===== src/hw/rtl/mse_pkg.sv =====
// Shared constants and inter-cell types of the merge sort engine.
package mse_pkg;

	localparam int unsigned VAL_W     = 32;
	localparam int unsigned DEPTH_DEF = 64;

	// Value travelling rightward from a cell to its neighbor while the set loads.
	typedef struct packed {
		logic                    valid;
		logic signed [VAL_W-1:0] value;
	} carry_t;

	// Contents of one cell, read by its left neighbor while the set drains.
	typedef struct packed {
		logic                    full;
		logic signed [VAL_W-1:0] value;
	} slot_t;

	// Control broadcast from the sequencer to every cell.
	typedef struct packed {
		logic shift;
	} cell_ctrl_t;

endpackage


===== src/hw/rtl/mse_cell.sv =====
// One sorting cell: keeps the smaller of its key and an arriving value, passes the larger on.
module mse_cell (
	input  logic                clk,
	input  logic                arst_n,
	input  mse_pkg::cell_ctrl_t ctrl,
	input  mse_pkg::carry_t     carry_in,
	output mse_pkg::carry_t     carry_out,
	input  mse_pkg::slot_t      slot_in,
	output mse_pkg::slot_t      slot_out
);
	import mse_pkg::*;

	logic                    full_q;
	logic signed [VAL_W-1:0] key_q;
	logic                    pass_valid_q;
	logic signed [VAL_W-1:0] pass_value_q;
	logic                    keep_new;
	logic                    pass_valid;
	logic signed [VAL_W-1:0] pass_value;

	// An arriving value is kept if the cell is empty or the value is smaller than the key.
	always_comb begin
		keep_new   = carry_in.valid && (!full_q || (carry_in.value < key_q));
		pass_valid = carry_in.valid && full_q;
		pass_value = keep_new ? key_q : carry_in.value;
	end

	// Occupancy and the outgoing carry flag.
	always_ff @(posedge clk or negedge arst_n) begin
		if (!arst_n) begin
			full_q       <= 1'b0;
			pass_valid_q <= 1'b0;
		end else begin
			pass_valid_q <= !ctrl.shift && pass_valid;
			if (ctrl.shift) begin
				full_q <= slot_in.full;
			end else if (carry_in.valid) begin
				full_q <= 1'b1;
			end
		end
	end

	// Key and the outgoing carry value.
	always_ff @(posedge clk) begin
		pass_value_q <= pass_value;
		if (ctrl.shift) begin
			key_q <= slot_in.value;
		end else if (keep_new) begin
			key_q <= carry_in.value;
		end
	end

	assign carry_out = '{valid: pass_valid_q, value: pass_value_q};
	assign slot_out  = '{full: full_q, value: key_q};

endmodule


===== config.mk =====
export PLATFORM = sky130hd
export DESIGN_NAME = mse_cell
export DESIGN_NICKNAME = d
export VERILOG_FILES = /design/src/hw/rtl/mse_pkg.sv /design/src/hw/rtl/mse_cell.sv
export SDC_FILE = /design/constraint.sdc
export NUM_CORES = 1
export LEC_CHECK = 0
export BUFFER_PORTS_ARGS = -buffer_cell sky130_fd_sc_hd__clkbuf_2
export CAP_MARGIN = 20
export CORE_MARGIN = 2
export CORE_UTILIZATION = 49
export CTS_CLUSTER_SIZE = 16
export DETAILED_ROUTE_END_ITERATION = 8
export GPL_TIMING_DRIVEN = 0
export PLACE_DENSITY = 0.82
export SLEW_MARGIN = 30
export SYNTH_ARGS = -nofsm -noshare
export SYNTH_HDL_FRONTEND = slang
export SYNTH_SLANG_ARGS = --single-unit

===== constraint.sdc =====
create_clock -name clk -period 3.8 [get_ports clk]
set_input_delay 0.19 -clock clk [delete_from_list [all_inputs] [get_ports clk]]
set_output_delay 0.19 -clock clk [all_outputs]
set_load 0.01 [all_outputs]

After elaboration in Yosys (flattened, before gate mapping)
Cells that the tools add are included.
Word-level totals
  word-level logic and storage cells: 18
  output and inout bits: 66
  input port bits: 69
  register bits: 66
Cells by class
  reduce and logical (&&, ||, !) cells: 8
  multiplexer cells: 5
  magnitude comparators: 1
Operators with widths (number)
  two-way mux 32 bit: 3
  < comparator 32 bit: 1
  nonzero test 2 bit: 2
  logical AND 1 bit: 3
  zero test 1 bit: 2
  two-way mux 1 bit: 2
  logical OR 1 bit: 1

Longest topological paths before layout
Gate-level depths: netlist of the first run.
  word-level depth: 5
  mapped depth: 9
  mapped depth without buffers: 8

Least setup slack after synthesis of the first run
Ideal clock, no wire load.
  kind: reg2reg
  from: register key_q[5]
  to: register key_q[0] (enable)
  slack: 661 ps
  cell stages (with the launch flop): 10
  path buffers: 1
  data required time: 3410 ps
  setup time: 390 ps
  arrival: 2748 ps
  clock period less this slack: 3139 ps
  cell sequence: edfxtp_1 > inv_1 > ha_1 > a21oi_1 > o21ai_1 > a2111oi_2 > a31oi_2 > a31oi_4 > buf_12 > or2_1
Between the ends
  word-level cells in the longest chain between the ends: 4
Ends and longest elaborated chain
  from (decl): RTL line mse_cell.sv:14  | logic signed [VAL_W-1:0] key_q;
  from (signal assigned): RTL line mse_cell.sv:47  | key_q <= slot_in.value;
  from (signal assigned): RTL line mse_cell.sv:49  | key_q <= carry_in.value;
  < comparator 32 bit: RTL line mse_cell.sv:23  | keep_new = carry_in.valid && (!full_q || (carry_in.value < key_q));
  logical OR 1 bit: RTL line mse_cell.sv:23
  logical AND 1 bit: RTL line mse_cell.sv:23
  nonzero test 2 bit (no line)
Every way passes these cells.
A chain may end at the register's enable or synchronous reset.

Worst setup path in the final report of the first run
  from: register key_q[7]
  to: register key_q[0] (enable)
Same word-level chain as after synthesis.

==> results of run 1 <==
==> area by class of cell <==
| cell class | count | area share, % |
|---|---|---|
| buffer | 9 | 2.02 |
| multi-input combinational | 153 | 35.0 |
| sequential | 66 | 37.0 |
| timing repair buffer | 135 | 15.7 |
| tap | 96 | 2.69 |
| clock inverter | 6 | 1.79 |
| inverter | 32 | 2.69 |
| clock buffer | 10 | 3.08 |
==> synthesized netlist by cell type, types with 2 or more instances <==
cell type | n | area (sq um)
nand4_1 | 4 | 25.0
clkbuf_1 | 4 | 15.0
dfxtp_1 | 32 | 641
nand2_1 | 13 | 48.8
buf_4 | 2 | 15.0
a21oi_1 | 12 | 60.1
ha_1 | 31 | 388
edfxtp_1 | 32 | 961
buf_12 | 3 | 60.1
mux2_4 | 29 | 435
dfrtp_1 | 2 | 50.1
o21ai_0 | 6 | 30.0
inv_1 | 32 | 120
mux2_2 | 35 | 394
nand2b_1 | 2 | 12.5
nor2_1 | 7 | 26.3
==> worst max path at each step <==
stage / start / end / slack (ns) / cells after the start
6_report: key_q[7]$_DFFE_PP_ / key_q[0]$_DFFE_PP_ / 0.72 / 10
2_1_floorplan: key_q[5]$_DFFE_PP_ / key_q[0]$_DFFE_PP_ / 0.66 / 9
3_3_place_gp: key_q[5]$_DFFE_PP_ / key_q[0]$_DFFE_PP_ / 0.09 / 9
5_1_grt: key_q[7]$_DFFE_PP_ / key_q[28]$_DFFE_PP_ / 0.54 / 10
4_1_cts: key_q[7]$_DFFE_PP_ / key_q[31]$_DFFE_PP_ / 0.70 / 10
3_5_place_dp: key_q[5]$_DFFE_PP_ / key_q[0]$_DFFE_PP_ / 0.71 / 10
==> registers in the layout (all words and copies together) (netlist names) <==
register and count:
full_q 1, key_q 32, pass_valid_q 1, pass_value_q 32
==> routing by layer <==
layer	global-route usage (%)	share of wire [%]	vias up
met5	0	0	-
met4	8.39	1.5	0
met3	4.52	4.0	8
met2	34.5	53	65
met1	24.1	42	1196
li1	-	-	1222
==> worst register-to-register path, delay by kind of cell (launching register included) <==
kind / cells / cell delay, ns
adder cells (fa/ha/maj): 1 / 0.23
AND/OR/NAND/NOR: 1 / 0.40
AO/OA/AOI/OAI: 5 / 1.21
flip-flops: 1 / 0.42
buffers and inverters: 3 / 0.52
==> power by group through the flow <==
stage	clock (mW)	sequential (mW)	combinational (mW)
after floorplan	0	0.968	0.295
after global placement	0	0.921	0.528
after detailed placement	0	0.925	0.552
after CTS	0.660	0.909	0.557
after global routing	0.686	0.919	0.603
final	0.645	0.909	0.550
==> per-stage QoR <==
step / utilization, % / std cells / setup slack [ns]
after floorplan: - / 260 / 0.661
after global placement: 62.0 / 489 / 0.0931
after detailed placement: 62.4 / 490 / 0.706
after CTS: 65.7 / 507 / 0.700
after global routing: 65.7 / 507 / 0.538
final: 65.7 / 507 / 0.717
==> cells by family (layout without fill, tap and decap cells) <==
group           Yosys count  in the layout  share of synthesized area, %
compound gates           27             27                          5.55
fa+ha+maj                31             31                          11.3
simple gates             31             31                          4.53
buf+inv                  41            192                          6.14
mux                      64             64                          24.2
flops                    66             66                          48.2
==> timing repair <==
action	CTS	global route
endpoints found under the hold margin	2	0
hold buffers	1	0
setup buffers	0	0
==> impl_results.md, run 1 <==
* Clk root buf: clkbuf_8
* Internal power at 1.53 mW
* R2r setup slk at 0.72 ns
* Slowest CP cell: edfxtp_1
* Pwr Total at 2.10 mW
* Clock power share at between 30 and 40%
* Max-slew violation count at 0
* Worst Tran Pin Value at 0.632 ns
* Area added between synthesis and finish at 30.4%
* Post-Syn Area per Cell at 13.2 sq um
* PostCTS Resize Cnt at 0
* PortBufs at 133
* Initial core utilization at 50.4%
* Sw power at 0.575 mW
* Worst Hold Launch: slot_in[32]
* # diodes at 0
* Layout fillers at 547
* GPL Wtd Cong at 0.776
* Most common cell after layout, fill and taps aside: clkbuf_2
* Peak VDD IR at 278 uV
* Final Critical Period at between 3 and 4 ns
* Worst-Skew Late Latency at 0.33 ns
* Leakage Power at 2.22 nW
* Worst r2r dst: key_q[0]$_DFFE_PP_
* Number of clock sinks at 66
* Hold Path Cell Cnt at 3
* Reg2reg start: key_q[7]$_DFFE_PP_
* Logic pwr share at 26.1%
* Post-synthesis sequential area ratio at 48.2%
* Most frequent cells in the layout: clkbuf_2, mux2_2, inv_1, edfxtp_1, dfxtp_1
* Fraction of registers with async set/reset at ~3.0%
* Inserted Clock Buffers at 9
* CP max FO at 20
* Mapped Cells at 260
* Type of the tightest min-delay check: in -> reg
* Final WL at 7520 um
* Sequential group share of total power at a little over two fifths
* Final #Nets at 506
* Width of the chip at 87.6 um
* Status: finished, final reports clean
* WHS at between 0.07 and 0.08 ns
* First-pass GRT wire length at 11700 um
* CTS Buffer Depth at 2
* Num rows at 30
* Final Skew at 0.0121 ns
* Fmax achieved at 324 MHz
* DIE AREA at 0.00767 sq mm
* Worst setup SP type: register
* Final period util at 81.1%
* CP Capture Type: register
* Syn_nets at 360
* Wire per inst at 14.8 um
* Clock slew at reported path FFs at 0.08 ns
* GRT Util Overall at approximately a fifth
* Unique masters post-synth at 30
* Worst Path Required at approximately 3.8 ns
* Final design area excluding fillers at 0.00447 sq mm
* Worst path arrival time at 3.11 ns
* Seq cells post-synth at 66
* Post-synth EDFFs at 32
* TritonCTS clock tree: built
* Synthesized cell area at 0.00342 sq mm
* Cell Pwr Density at about 470 mW/mm^2
* H-Tree Depth at 3
* Largest net degree at the start of global routing at 21
* Routed via count at 2491
* Setup CP Type: reg -> reg
* Via density at 4.91
* Die Ht at 87.6 um
* Post-route ant nets at 0
* Max incr delay on CP at 0.42 ns
* Grt total ovfl at 0
* Main synth FF type: edfxtp_1
* DP Wirelength at ~5900 um
* Sw Share at 27.3%
* Ordered cell list for the critical path: inv_1 > ha_1 > a21oi_1 > o21ai_1 > a2111oi_2 > a31oi_2 > a31oi_4 > buf_12 > or2_2 > buf_16
* DRC viols at 0
* Post-DP Area at 0.00424 sq mm
* Delay-heaviest family, CP: compound AO/OA/AOI/OAI gates
* RSZ-0062 raised after global routing: false
* R2R cell count at 10
* Sequential cell area at approximately 0.0017 sq mm
* Endpoints failing setup at 0
* Final hold violations at 0
* WHS Endpoint: full_q$_DFFE_PN0P_
* Synthesis warning total at 0
* Drt first pass iters at 4
* Max Cap Violations at 0
* CP bufs+invs at 3
* Initial DRC count at 65
* Initial antenna violation count at 0
* I/O pin count at 135
* Normalized max-slew margin at between 50% and 60%
* Core Region at 0.00679 sq mm
* Multi-input gate area at 0.00156 sq mm
* Setup tns final at 0 ns
* Vias in the first global route at 2543
* Layout cells sized above 1 at a little over half
(Power assumes the default switching activity.)
==> inputs of run 2 (changes only) <==
==> constraint.sdc (replaced) <==
create_clock -name clk -period 3.2 [get_ports clk]
set_input_delay 0.16 -clock clk [delete_from_list [all_inputs] [get_ports clk]]
set_output_delay 0.16 -clock clk [all_outputs]
set_load 0.01 [all_outputs]
==> impl_results.md, run 2 (synthesized netlist as in run 1, its figures left out) <==
* Initial DRC count at 65 (unchanged)
* Max incr delay on CP at 0.42 ns (about the same)
* Largest regs: key_q (32), pass_value_q (32)
* Initial core utilization at 50.4% (unchanged)
* CP Capture Type: register
* Endpoints failing setup at 0 (unchanged)
* Grt total ovfl at 0 (unchanged)
* Cell Pwr Density at 560 mW/mm^2 (+19%)
* CTS Buffer Depth at 2 (unchanged)
* Type of the tightest min-delay check: in -> reg
* Met3 WL at 313 um (+4.0%)
* Via density at 4.89 (-0.52%)
* Num rows at 30 (unchanged)
* Status: finished, final reports clean
* Setup CP Type: reg -> reg
* Post-route ant nets at 0 (unchanged)
* DR WL met2 at 3980 um (about the same)
* Normalized max-slew margin at 57.9% (about the same)
* Final hold violations at 0 (unchanged)
* Routed via count at 2478 (-0.52%)
* Most common cell after layout, fill and taps aside: clkbuf_2
* Drt first pass iters at 5 (+1)
* CP max FO at 20 (unchanged)
* Area added between synthesis and finish at 30.5% (about the same)
* GPL Wtd Cong at 0.776 (unchanged)
* Fmax achieved at 339 MHz (+4.7%)
* Vias in the first global route at 2543 (unchanged)
* Post-DP Area at 0.00424 sq mm (unchanged)
* Number of clock sinks at 66 (unchanged)
* Ordered cell list for the critical path: inv_1 > ha_1 > a21oi_1 > o21ai_1 > a2111oi_2 > a31oi_2 > a31oi_4 > buf_12 > or2_4 > buf_16
* Multi-input gate area at 0.00157 sq mm (+0.16%)
* DIE AREA at 0.00767 sq mm (unchanged)
* H-Tree Depth at 3 (unchanged)
* RSZ-0062 raised after global routing: false
* Final Skew at 0.0114 ns (-0.000658 ns)
* Die Ht at 87.6 um (unchanged)
* I/O pin count at 135 (unchanged)
* Final design area excluding fillers at 0.00447 sq mm (about the same)
* Most frequent cells in the layout: clkbuf_2, mux2_2, inv_1, edfxtp_1, dfxtp_1
* Layout fillers at 545 (-0.37%)
* TritonCTS clock tree: built
* Worst path arrival time at 2.98 ns (-0.13 ns)
* Inserted Clock Buffers at 9 (unchanged)
* PortBufs at 133 (unchanged)
* Setup tns final at 0 ns (unchanged)
* R2r setup slk at 0.25 ns (-0.46 ns)
* Worst Path Required at 3.23 ns (-0.60 ns)
* Sequential cell area at 0.00165 sq mm (unchanged)
* Max Cap Violations at 0 (unchanged)
* DP Wirelength at 5950 um (unchanged)
* Core Region at 0.00679 sq mm (unchanged)
* First-pass GRT wire length at 11700 um (unchanged)
* Metal1 wirelength at 3100 um (-1.1%)
* Final Critical Period at 2.95 ns (-0.137 ns)
* # diodes at 0 (unchanged)
* Final WL at 7500 um (-0.33%)
* Clk root buf: clkbuf_8
* Final #Nets at 506 (unchanged)
* Largest net degree at the start of global routing at 21 (unchanged)
* Clock slew at reported path FFs at 0.08 ns (about the same)
* Worst setup SP type: register
* Leakage Power at 2.22 nW (about the same)
* Initial antenna violation count at 0 (unchanged)
* Layout cells sized above 1 at 55.0% (unchanged)
* WHS at 0.0452 ns (-0.0334 ns)
* Worst Tran Pin Value at 0.632 ns (-0.000171 ns)
* Worst-Skew Late Latency at 0.33 ns (about the same)
* DRC viols at 0 (unchanged)
* Wire per inst at 14.8 um (-0.33%)
* Width of the chip at 87.6 um (unchanged)
* GRT Util Overall at 20.0% (unchanged)
* DR top layer: met4
* Slowest CP cell: edfxtp_1
* Max-slew violation count at 0 (unchanged)
* Peak VDD IR at 330 uV (+19%)
* Final period util at 92.1% (+11 points)
==> run 2: cell counts in the layout (fill, tap and decap cells not counted) <==
No cell type changed its count.
==> run 2: final timing paths <==
path	start	to	depth (start not counted)
min in group asynchronous	arst_n	full_q$_DFFE_PN0P_	2
worst min register to register	key_q[15]$_DFFE_PP_	pass_value_q[15]$_DFF_P_	1
worst max register to register	key_q[7]$_DFFE_PP_	key_q[0]$_DFFE_PP_	10
worst max-delay path	key_q[7]$_DFFE_PP_	key_q[0]$_DFFE_PP_	10
worst min-delay path	slot_in[32]	full_q$_DFFE_PN0P_	3
max in group asynchronous	arst_n	pass_valid_q$_DFF_PN0_	2
==> run 2: critical path: cells and delay by family, from the launching register on <==
| kind | cells | cell delay, ns |
|---|---|---|
| AO/OA/AOI/OAI | 5 | 1.21 |
| adder cells (fa/ha/maj) | 1 | 0.23 |
| buffers and inverters | 3 | 0.50 |
| flip-flops | 1 | 0.42 |
| AND/OR/NAND/NOR | 1 | 0.28 |
==> run 2: final cells by class <==
cell class	count	share of cell area (%)
well taps	96	2.69
plain buffers	9	2.02
clock inverters	6	1.79
multi-input cells	153	35.0
flip-flops and latches	66	37.0
repair buffers	135	15.7
inverters	32	2.69
clock buffers	10	3.08
==> run 2: metal layers <==
metal | track usage (%) | vias up
li1 | - | 1223
met1 | 24.1 | 1177
met4 | 8.39 | 0
met3 | 4.52 | 8
met5 | 0 | -
met2 | 34.5 | 70
==> run 2: power by group <==
group | switching [mW] | internal (mW) | total (mW)
clock network | 0.314 | 0.455 | 0.769
logic | 0.312 | 0.342 | 0.654
registers | 0.0583 | 1.02 | 1.08
total | 0.684 | 1.82 | 2.50
==> run 2: metrics by stage <==
step,setup slack [ns],instances,power [mW],utilization (%)
final,0.254,507,2.50,65.8
after global routing,0.0838,507,2.62,65.8
after CTS,0.100,507,2.53,65.7
after detailed placement,0.106,490,1.75,62.4
after global placement,-0.507,489,1.72,62.0
after floorplan,0.0615,260,1.50,-
==> run 2: timing repair <==
| item | 4_1_cts | 5_1_grt |
|---|---|---|
| setup endpoints to repair | 0 | 20 |
| resized for setup | 0 | 1 |
| setup buffers | 0 | 0 |
| hold buffers | 1 | 0 |
| hold endpoints to repair | 2 | 0 |
==> inputs of run 3 (changes only) <==
--- a/config.mk
+++ b/config.mk
@@ -5,11 +5,10 @@
 export SDC_FILE = /design/constraint.sdc
 export NUM_CORES = 1
 export LEC_CHECK = 0
-export BUFFER_PORTS_ARGS = -buffer_cell sky130_fd_sc_hd__clkbuf_2
+export BUFFER_PORTS_ARGS = -buffer_cell sky130_fd_sc_hd__buf_2
 export CAP_MARGIN = 20
 export CORE_MARGIN = 2
 export CORE_UTILIZATION = 49
-export CTS_CLUSTER_SIZE = 16
 export DETAILED_ROUTE_END_ITERATION = 8
 export GPL_TIMING_DRIVEN = 0
 export PLACE_DENSITY = 0.82
==> impl_results.md, run 3 (synthesized netlist as in run 1, its figures left out) <==
* Clock power share at 26.2% (-4.5 points)
* Normalized max-slew margin at 56.6% (-1.3 points)
* Placed insts at 490 (unchanged)
* DRC viols at 0 (unchanged)
* CP endpoint: key_q[1]$_DFFE_PP_
* Number of clock sinks at 66 (unchanged)
* CP Capture Type: register
* GRT Util Overall at 20.1% (+0.13 points)
* Max incr delay on CP at 0.42 ns (about the same)
* Cell Pwr Density at 531 mW/mm^2 (-5.2%)
* Final period util at 92.7% (+0.67 points)
* Largest regs: key_q (32), pass_value_q (32)
* Final design area excluding fillers at 0.00442 sq mm (-1.0%)
* Logic pwr share at 28.0% (+1.9 points)
* Post-route ant nets at 0 (unchanged)
* DP Wirelength at 5970 um (+0.39%)
* Leakage Power at 2.17 nW (-2.5%)
* Clk root buf: clkbuf_8
* PortBufs at 133 (unchanged)
* # diodes at 0 (unchanged)
* CP bufs+invs at 3 (unchanged)
* Initial core utilization at 50.4% (unchanged)
* Fmax achieved at 337 MHz (-0.72%)
* Endpoints failing setup at 0 (unchanged)
* Vias in the first global route at 2451 (-3.6%)
* Most common cell after layout, fill and taps aside: buf_2
* Grt total ovfl at 0 (unchanged)
* CTS Buffer Depth at 2 (unchanged)
* Num rows at 30 (unchanged)
* Layout cells sized above 1 at 54.0% (-0.97 points)
* I/O pin count at 135 (unchanged)
* First-pass GRT wire length at 11600 um (-0.47%)
* Sw power at 0.668 mW (-2.4%)
* Inserted Clock Buffers at 9 (unchanged)
* Peak VDD IR at 272 uV (-18%)
* Cell Count, Final, Fillers Out at 507 (unchanged)
* Type of the tightest min-delay check: in -> reg
* Setup CP Type: reg -> reg
* Core Region at 0.00679 sq mm (unchanged)
* Worst setup SP type: register
* Final core occ at 65.1% (-0.68 points)
* Sequential group share of total power at 45.8% (+2.7 points)
* Max Cap Violations at 0 (unchanged)
* R2r setup slk at 0.23 ns (-0.02 ns)
* Delay-heaviest family, CP: compound AO/OA/AOI/OAI gates
* Final Skew at 0.00751 ns (-0.00392 ns)
* Worst r2r dst: key_q[1]$_DFFE_PP_
* Final hold violations at 0 (unchanged)
* Initial DRC count at 33 (-49%)
* Drt first pass iters at 4 (-1)
* Die Ht at 87.6 um (unchanged)
* Layout fillers at 555 (+1.8%)
* Critical path depth at 10 (unchanged)
* CP max FO at 21 (+5.0%)
* Status: finished, final reports clean
* Final Critical Period at 2.97 ns (+0.0213 ns)
* RSZ-0062 raised after global routing: false
* Worst Tran Pin Value at 0.651 ns (+0.0188 ns)
* Wire per inst at 14.9 um (+0.80%)
* Slowest CP cell: edfxtp_1
* GPL Wtd Cong at 0.757 (-2.5%)
* Worst path arrival time at 3.01 ns (+0.03 ns)
* Worst-Skew Late Latency at 0.33 ns (about the same)
* Max-slew violation count at 0 (unchanged)
* Via density at 4.89 (+0.12%)
* Width of the chip at 87.6 um (unchanged)
* Routed via count at 2481 (+0.12%)
* DIE AREA at 0.00767 sq mm (unchanged)
* Largest net degree at the start of global routing at 22 (+4.8%)
* Worst Path Required at 3.24 ns (about the same)
* Most frequent cells in the layout: buf_2, mux2_2, inv_1, edfxtp_1, dfxtp_1
* Sw Share at 28.5% (+1.1 points)
* Internal power at 1.68 mW (-7.6%)
* Clock slew at reported path FFs at 0.07 ns (about the same)
* Ordered cell list for the critical path: inv_1 > ha_1 > a21oi_1 > o21ai_1 > a2111oi_2 > a31oi_2 > a31oi_4 > buf_12 > or2_4 > buf_16
* H-Tree Depth at 3 (unchanged)
* Initial antenna violation count at 0 (unchanged)
* Reg2reg start: key_q[7]$_DFFE_PP_
* Area added between synthesis and finish at 29.1%
* Post-DP Area at 0.00424 sq mm (unchanged)
* TritonCTS clock tree: built
* Final #Nets at 506 (unchanged)
* R2R cell count at 10 (unchanged)
* Crit path launch: key_q[7]$_DFFE_PP_
* Final WL at 7560 um (+0.80%)
run 3: worst reg2reg max path: cells and delay by family (launching register included):
family	cells	cell delay, ns
AOI/OAI and AO/OA	5	1.22
buffers and inverters	3	0.51
DFF	1	0.42
and+or+nand+nor	1	0.27
adders and majority gates	1	0.24
run 3: worst min path at each step:
stage | startpoint | end | slack [ns] | cells after the start
3_5_place_dp | arst_n | full_q$_DFFE_PN0P_ | -0.05 | 1
3_3_place_gp | arst_n | full_q$_DFFE_PN0P_ | -0.05 | 1
4_1_cts | slot_in[32] | full_q$_DFFE_PN0P_ | 0.05 | 3
5_1_grt | carry_in[21] | pass_value_q[21]$_DFF_P_ | 0.08 | 2
2_1_floorplan | arst_n | full_q$_DFFE_PN0P_ | -0.14 | 0
6_report | carry_in[32] | pass_valid_q$_DFF_PN0_ | 0.08 | 3
run 3: through the flow:
step                      hold slack [ns]  setup WS (ns)  setup TNS, ns  power [mW]
after CTS                          0.0467         0.0929              0        2.37
after global routing               0.0775         0.0442              0        2.47
after detailed placement          -0.0516         0.0861              0        1.75
after floorplan                    -0.136         0.0615              0        1.50
after global placement            -0.0540         -0.490         -15.65        1.72
final                              0.0752          0.232              0        2.35
run 3: metal layers:
layer  global-route usage (%)  share of wire [%]
met3                     3.77                3.4
met4                     8.81                1.5
met2                     35.8                 53
met1                     23.6                 42
met5                        0                  0
run 3: layout make-up:
class / count / area [sq um] / share of cell area, %
Sequential cell: 66 / 1650 / 37.4
Multi-Input combinational cell: 153 / 1570 / 35.4
Timing Repair Buffer: 135 / 703 / 15.9
Clock buffer: 12 / 155 / 3.51
Inverter: 32 / 120 / 2.72
Tap cell: 96 / 120 / 2.72
Buffer: 9 / 90.1 / 2.04
Clock inverter: 4 / 16.3 / 0.368
run 3: power by group through the flow:
stage	sequential, mW	clock [mW]	combinational, mW
finish	1.07	0.616	0.657
global route	1.09	0.663	0.719
CTS	1.07	0.634	0.664
detailed placement	1.09	0	0.661
global placement	1.09	0	0.629
floorplan	1.15	0	0.350
run 3: timing repair:
item | 4_1_cts | 5_1_grt
hold endpoints to repair | 2 | 0
hold buffers | 1 | 0
setup endpoints to repair | 0 | 21
gates resized for setup | 0 | 1
buffers inserted | 0 | 0
